===== src/cfds_pkg.sv =====
// Package for the camera follow core: shared types, constants and the datapath opcodes.
// No dependencies.
`default_nettype none
package cfds_pkg;
  typedef enum logic [3:0] {
    OP_IDLE, OP_START, OP_EDIT, OP_PSY, OP_GOALY, OP_SMX, OP_SMY, OP_CLAMP,
    OP_SHK1, OP_SHK2, OP_SHK3, OP_SHK4, OP_OUT
  } cfds_op_e;

  typedef enum logic [1:0] {ST_IDLE, ST_RUN, ST_HOLD} cfds_state_e;

  typedef struct packed {
    cfds_op_e op;
    logic     load;
    logic     out_load;
  } cfds_cmd_t;

  localparam int CfgIdxW = 3;
  localparam logic [CfgIdxW-1:0] REG_MIN_X = 3'd0;
  localparam logic [CfgIdxW-1:0] REG_MIN_Y = 3'd1;
  localparam logic [CfgIdxW-1:0] REG_MAX_X = 3'd2;
  localparam logic [CfgIdxW-1:0] REG_MAX_Y = 3'd3;
  localparam logic [CfgIdxW-1:0] REG_SPEED = 3'd4;
  localparam logic [CfgIdxW-1:0] REG_AMP   = 3'd5;
  localparam logic [CfgIdxW-1:0] REG_FREQ  = 3'd6;
  localparam logic [CfgIdxW-1:0] REG_LEN   = 3'd7;

  localparam logic signed [47:0] S24Max = 48'sd8388607;
  localparam logic signed [47:0] S24Min = -48'sd8388608;

  function automatic logic signed [23:0] sat24(input logic signed [47:0] v);
    if (v > S24Max) return 24'sh7FFFFF;
    if (v < S24Min) return 24'sh800000;
    return v[23:0];
  endfunction
endpackage
`default_nettype wire


===== src/cfds_ctrl.sv =====
// Controller for the camera follow core: sequences the datapath steps of one word.
// Depends on cfds_pkg.
`default_nettype none
module cfds_ctrl
  import cfds_pkg::*;
(
  input  wire logic      clk_i,
  input  wire logic      rst_ni,
  input  wire logic      in_fire_i,
  input  wire logic      editor_i,
  input  wire logic      out_busy_i,
  output logic           in_ready_o,
  output cfds_cmd_t      cmd_o
);
  cfds_state_e state_q, state_d;
  cfds_op_e    op_q, op_d;

  always_ff @(posedge clk_i or negedge rst_ni) begin
    if (!rst_ni) begin
      state_q <= ST_IDLE;
      op_q    <= OP_IDLE;
    end else begin
      state_q <= state_d;
      op_q    <= op_d;
    end
  end

  always_comb begin
    state_d    = state_q;
    op_d       = op_q;
    in_ready_o = 1'b0;
    cmd_o      = '{op: op_q, load: 1'b0, out_load: 1'b0};
    case (state_q)
      ST_IDLE: begin
        in_ready_o = 1'b1;
        cmd_o.op   = OP_START;
        if (in_fire_i) begin
          cmd_o.load = 1'b1;
          state_d    = ST_RUN;
          op_d       = editor_i ? OP_EDIT : OP_PSY;
        end
      end
      ST_RUN: begin
        case (op_q)
          OP_EDIT:  op_d = OP_OUT;
          OP_PSY:   op_d = OP_GOALY;
          OP_GOALY: op_d = OP_SMX;
          OP_SMX:   op_d = OP_SMY;
          OP_SMY:   op_d = OP_CLAMP;
          OP_CLAMP: op_d = OP_SHK1;
          OP_SHK1:  op_d = OP_SHK2;
          OP_SHK2:  op_d = OP_SHK3;
          OP_SHK3:  op_d = OP_SHK4;
          OP_SHK4:  op_d = OP_OUT;
          OP_OUT:   state_d = ST_HOLD;
          default:  op_d = OP_OUT;
        endcase
      end
      ST_HOLD: begin
        if (!out_busy_i) begin
          cmd_o.op       = OP_OUT;
          cmd_o.out_load = 1'b1;
          state_d        = ST_IDLE;
          op_d           = OP_IDLE;
        end
      end
      default: state_d = ST_IDLE;
    endcase
  end
endmodule
`default_nettype wire


===== config.mk =====
export PLATFORM = sky130hd
export DESIGN_NAME = cfds_ctrl
export DESIGN_NICKNAME = d
export VERILOG_FILES = /design/src/cfds_pkg.sv /design/src/cfds_ctrl.sv
export SDC_FILE = /design/constraint.sdc
export NUM_CORES = 1
export LEC_CHECK = 0
export BUFFER_PORTS_ARGS = -buffer_cell sky130_fd_sc_hd__buf_2
export CORE_AREA = 2 2 39 41
export CTS_BUF_LIST = sky130_fd_sc_hd__clkbuf_4
export DETAILED_ROUTE_END_ITERATION = 10
export DIE_AREA = 0 0 41 43
export PLACE_DENSITY = 0.54
export SLEW_MARGIN = 5
export SYNTH_ARGS = -nofsm -noshare
export SYNTH_HDL_FRONTEND = slang
export SYNTH_SLANG_ARGS = --single-unit

===== constraint.sdc =====
create_clock -name clk_i -period 2.1 [get_ports clk_i]
set_clock_uncertainty 0.1 [all_clocks]
set_input_delay 0.105 -clock clk_i [delete_from_list [all_inputs] [get_ports clk_i]]
set_output_delay 0.105 -clock clk_i [all_outputs]
set_load 0.005 [all_outputs]

==> results.json, run 1 <==
{
  "ys_ff_latch": 6,
  "grt_max_degree": 8,
  "finalSetupViolations": 0,
  "die_w_microns": 41,
  "initial_core_util": 0.341,
  "cp_max_fo": 5,
  "endpoint_kind": "flop",
  "grt_usage": 0.129,
  "crit_arrival_ns": 1.81,
  "pwr-share-comb": 0.629,
  "p_sw_mw": 0.416,
  "synth_top_area_share": 0.318,
  "cts_max_level": 1,
  "firstDrtPassIters": 2,
  "clock_path_buffers": 2,
  "ys_seq_area_frac": 0.318,
  "clock-root-buffer": "clkbuf_4",
  "drtIter0Drc": 3,
  "wl_per_cell_microns": 10.7,
  "ys_top_cells_by_area": "dfrtp_1 (32%), ha_1 (11%), mux2i_1 (6.4%), a21oi_1 (5.3%), inv_1 (4.8%)",
  "clkSinkCount": 6,
  "pwr-share-seq": 0.267,
  "ys_types": 23,
  "drive_gt1_frac": 0.246,
  "grt_pass1_vias": 382,
  "fin_tns_setup_ns": 0,
  "grt_overflow": 0,
  "cts_resized": 0,
  "remaining_drc_errors": 0,
  "min_period_over_period": 0.853,
  "synth.net_count": 63,
  "grt_pass1_wl_microns": 1480,
  "slew_violations": 0,
  "cp-start-kind": "flop",
  "vias": 409,
  "switching_share": 0.439,
  "finish.net_count": 80,
  "p_int_mw": 0.531,
  "relSlewSlack": 0.734,
  "avgSynthCellArea_sq_um": 8.74,
  "wirelength_microns": 913,
  "max_freq_mhz": 558,
  "rsz0062_at_grt": "false",
  "worst_skew_pair.late_latency_ns": 0.23,
  "finalHoldViolCount": 0,
  "cts_buffers": 3,
  "clk_pin_slew_ns": 0.04,
  "period_needed_ns": 1.79,
  "antenna_cells": 0,
  "core_area_sq_mm": 0.00138,
  "regArea_sq_um": 150,
  "peakVddDrop_mv": 0.576,
  "port_buffers": 11,
  "cts_setup_buffers": 0,
  "gp_congestion": 0.794,
  "syn_to_final_growth_pct": 23.3,
  "power_density_mw_per_mm2": 1630,
  "power_frac_clock": 0.104,
  "yosys.area.top_type": "dfrtp_1",
  "multi_input_area_sq_um": 294,
  "synth-warning-count": 0,
  "finalPower_mw": 0.947,
  "worstPathRequired_ns": 2.11,
  "p_leak_nw": 0.283,
  "worstMarginPinSlew_ns": 0.389,
  "worstSetupPathType": "reg -> reg",
  "antenna_left": 0,
  "syn_inst": 54,
  "cts_tree": "built",
  "dieArea_sq_mm": 0.00176,
  "fp.dieH_microns": 43,
  "rows": 14,
  "dp_hpwl_microns": 759,
  "maxCapViolCount": 0,
  "vias_per_cell": 4.81,
  "antenna_found_initial": 0,
  "status": "complete, no violations",
  "synth_area_sq_um": 472,
  "fillers": 143,
  "io_pins": 12,
  "rrSetupSlack_ns": 0.31,
  "hp-class": "in -> async"
}
## power by group through the flow
stage	clock (mW)	sequential, mW	combinational [mW]
2_1_floorplan	0	0.223	0.452
3_3_place_gp	0	0.253	0.603
3_5_place_dp	0	0.253	0.599
4_1_cts	0.107	0.252	0.604
5_1_grt	0.111	0.262	0.678
6_report	0.0986	0.253	0.595
## what timing repair did
item / in CTS / in global routing
setup endpoints to repair: 0 / 0
hold buffers: 1 / 0
hold endpoints to repair: 6 / 0
## cell usage after synthesis
library cell,instances
a31oi_1,1
buf_2,1
or3_1,1
nor2b_1,3
inv_1,6
xor2_1,2
nand3_1,2
a211o_1,1
a2111oi_0,1
dfrtp_1,6
nor3_1,1
and2_1,2
nand2_1,3
o21ai_0,3
a21oi_2,1
o21ai_1,1
a211oi_2,1
mux2_1,2
ha_1,4
mux2i_1,3
a21oi_1,5
nor2_1,3
a2bb2oi_1,1
## cell families (layout without fill, tap and decap cells)
group | after synthesis | count (layout) | synth area share
AO/OA/AOI/OAI | 15 | 15 | 0.210
AND/OR/NAND/NOR | 15 | 15 | 0.159
buffers and inverters | 7 | 22 | 0.0583
flip-flops | 6 | 6 | 0.318
multiplexers | 5 | 5 | 0.111
adder cells (fa/ha/maj) | 4 | 4 | 0.106
XOR/XNOR | 2 | 2 | 0.0371
## critical path: stages (launching register included)
cell and delay [ns]:
dfrtp_1 0.37, inv_1 0.08, ha_1 0.24, inv_1 0.15
o21ai_1 0.16, a211oi_2 0.22, mux2_1 0.34
## registers in the layout (all words and copies together) (netlist names)
| signal | flops |
|---|---|
| op_q | 4 |
| state_q | 2 |
## worst paths after layout
kind                             from  depth (start not counted)    endpoint
setup / recovery           state_q[0]                          6     op_q[1]
hold / removal                 rst_ni                          2     op_q[2]
setup reg to reg           state_q[0]                          6     op_q[1]
hold reg to reg            state_q[1]                          1  state_q[1]
max in group asynchronous      rst_ni                          2  state_q[1]
min in group clk_i           editor_i                          4     op_q[0]
## final cells by class
| class | count | area share |
|---|---|---|
| clock buffer | 3 | 0.0387 |
| tap | 16 | 0.0344 |
| timing repair buffer | 13 | 0.125 |
| multi-input combinational | 41 | 0.505 |
| inverter | 6 | 0.0387 |
| sequential | 6 | 0.258 |
## layout by cell type, fill, tap and decap left out
master,count
a31oi_1,1
xor2_1,2
nor2_1,3
a211oi_2,1
mux2i_1,3
a2111oi_0,1
clkbuf_4,3
ha_1,4
inv_1,6
nand2_1,3
and2_1,2
nor3_1,1
a2bb2oi_1,1
buf_2,11
nor2b_1,3
a211o_1,1
nand3_1,2
or3_1,1
a21oi_2,1
dfrtp_1,6
dlygate4sd3_1,1
buf_4,1
a21oi_1,5
o21ai_1,1
o21ai_0,3
mux2_1,2
## layer usage
layer | up-vias | part of all wire | global-route usage
met5 | - | 0 | 0
met4 | 0 | 0.013 | 0.120
met3 | 2 | 0.069 | 0.0157
met2 | 12 | 0.43 | 0.184
met1 | 175 | 0.48 | 0.156
li1 | 220 | - | -
## through the flow
step            util  hold slack [ns]  instances  setup slack, ns  instance area, sq um
3_5_place_dp   0.397           -0.166         81            0.314                   549
4_1_cts        0.420            0.111         85            0.310                   582
2_1_floorplan      -           -0.291         54            0.341                   472
3_3_place_gp   0.397           -0.160         81            0.332                   549
6_report       0.420            0.120         85            0.308                   582
5_1_grt        0.420            0.138         85            0.208                   582
No activity file was read; power rests on OpenSTA's default activity.
==> run 2: changes to the inputs <==
--- a/config.mk
+++ b/config.mk
@@ -6,10 +6,10 @@
 export NUM_CORES = 1
 export LEC_CHECK = 0
 export BUFFER_PORTS_ARGS = -buffer_cell sky130_fd_sc_hd__buf_2
-export CORE_AREA = 2 2 39 41
+export CORE_AREA = 3 3 40 42
 export CTS_BUF_LIST = sky130_fd_sc_hd__clkbuf_4
 export DETAILED_ROUTE_END_ITERATION = 10
-export DIE_AREA = 0 0 41 43
+export DIE_AREA = 0 0 43 45
 export PLACE_DENSITY = 0.54
 export SLEW_MARGIN = 5
 export SYNTH_ARGS = -nofsm -noshare
==> run 2 against run 1 <==
Largest cell class unchanged. Largest power group unchanged. Routed wire length up 4.3%. Flip-flop and latch count unchanged. Die area up 9.8%. Clock power about the same. Critical path type unchanged. Critical path depth unchanged. Via count up 2.9%.
==> results.json, run 2 (synthesized netlist as in run 1, its figures left out) <==
{
  "finalSetupViolations": 0,
  "final_cell_mix": "buf_2 (11), inv_1 (6), dfrtp_1 (6)",
  "slew_violations": 0,
  "max_freq_mhz": 569,
  "power_frac_clock": 0.105,
  "rows": 13,
  "pwr-share-comb": 0.630,
  "finalHoldViolCount": 0,
  "status": "complete, no violations",
  "worstPathRequired_ns": 2.12,
  "gp_congestion": 0.791,
  "fin_tns_setup_ns": 0,
  "peakVddDrop_mv": 0.694,
  "p_leak_nw": 0.283,
  "regArea_sq_um": 150,
  "vias_per_cell": 5.01,
  "cp-start-kind": "flop",
  "clock-root-buffer": "clkbuf_4",
  "relSlewSlack": 0.715,
  "grt_pass1_vias": 416,
  "period_needed_ns": 1.76,
  "min_period_over_period": 0.837,
  "fp.dieH_microns": 45,
  "instances_no_fill": 84,
  "endpoint_kind": "flop",
  "pwr-share-seq": 0.265,
  "setup_slack_ns": 0.342,
  "dp_cells": 80,
  "rsz0062_at_grt": "false",
  "largest_reg_flops": 4,
  "drtIter0Drc": 0,
  "cp_max_fo": 5,
  "dp_hpwl_microns": 795,
  "cpMostUsedCell": "inv_1",
  "crit_path_cell_trace": "inv_1 -> ha_1 -> inv_1 -> o21ai_1 -> a211oi_2 -> mux2_1",
  "p_int_mw": 0.532,
  "worstMarginPinSlew_ns": 0.417,
  "cts_max_level": 1,
  "worstSetupPathType": "reg -> reg",
  "finish.net_count": 80,
  "dieArea_sq_mm": 0.00194,
  "grt_max_degree": 8,
  "syn_to_final_growth_pct": 23.1,
  "cts_resized": 0,
  "firstDrtPassIters": 1,
  "grt_overflow": 0,
  "switching_share": 0.444,
  "cts_tree": "built",
  "clock_path_buffers": 2,
  "worst_skew_pair.late_latency_ns": 0.23,
  "io_pins": 12,
  "maxCapViolCount": 0,
  "power_density_mw_per_mm2": 1650,
  "max_stage_delay_ns": 0.36,
  "critPathSlowestCell": "dfrtp_1",
  "regMostFlops": "op_q",
  "multi_input_area_sq_um": 294,
  "p_sw_mw": 0.425,
  "finalPower_mw": 0.957,
  "hp-class": "in -> async",
  "port_buffers": 11,
  "vias": 421,
  "grt_usage": 0.121,
  "drive_gt1_frac": 0.246,
  "final_cell_area_sq_um": 581,
  "core_area_sq_mm": 0.00128,
  "antenna_left": 0,
  "reg_top3": "op_q (4), state_q (2)",
  "remaining_drc_errors": 0,
  "postLayoutCoreUtil": 0.452,
  "initial_core_util": 0.367,
  "cts_buffers": 3,
  "wl_per_cell_microns": 11.3,
  "holdWs_ns": 0.122,
  "fillers": 133,
  "antenna_cells": 0,
  "clk_pin_slew_ns": 0.04,
  "place_ws_ns": 0.321,
  "die_w_microns": 43,
  "final_common_cell": "buf_2",
  "wirelength_microns": 952,
  "grt_pass1_wl_microns": 1720,
  "place_area_sq_um": 548,
  "clkSinkCount": 6,
  "crit_arrival_ns": 1.77,
  "antenna_found_initial": 0
}
## run 2: cell counts in the layout (fill, tap and decap cells not counted)
No cell type changed its count.
## run 2: layer usage
| metal | track usage | up-vias | share of wire |
|---|---|---|---|
| li1 | - | 220 | - |
| met3 | 0.0159 | 2 | 0.053 |
| met1 | 0.157 | 188 | 0.53 |
| met2 | 0.177 | 11 | 0.41 |
| met5 | 0 | - | 0 |
| met4 | 0.108 | 0 | 0.0084 |
## run 2: path summary, 6_finish.rpt
check	from	to	slack (ns)	cells past startpoint
worst max-delay path	state_q[0]	op_q[1]	0.34	6
worst min register to register	state_q[1]	state_q[1]	0.41	1
worst min-delay path	rst_ni	op_q[2]	0.12	2
worst max register to register	state_q[0]	op_q[1]	0.34	6
max in group asynchronous	rst_ni	state_q[1]	1.63	2
min in group clk_i	editor_i	op_q[0]	0.17	4
## run 2: what timing repair did
action                                 CTS  global route
setup buffers                            0             0
hold buffers                             1             0
endpoints found under the hold margin    6             0
setup endpoints to repair                0             0
## run 2: power by group through the flow
stage	Sequential, mW	Clock, mW	Combinational, mW
3_3_place_gp	0.253	0	0.605
6_report	0.254	0.101	0.603
5_1_grt	0.269	0.115	0.695
2_1_floorplan	0.223	0	0.452
4_1_cts	0.252	0.109	0.610
3_5_place_dp	0.253	0	0.605
## run 2: final cells by class
type                            instances  share of cell area
Multi-Input combinational cell         41               0.506
Sequential cell                         6               0.259
Timing Repair Buffer                   13               0.125
Clock buffer                            3              0.0388
Inverter                                6              0.0388
Tap cell                               15              0.0323
## run 2: worst max-delay path, delay by kind of cell, from the launching register on
family / cells / cell delay, ns
AO/OA/AOI/OAI: 2 / 0.38
flip-flops: 1 / 0.36
multiplexers: 1 / 0.34
adder cells (fa/ha/maj): 1 / 0.24
buffers and inverters: 2 / 0.22
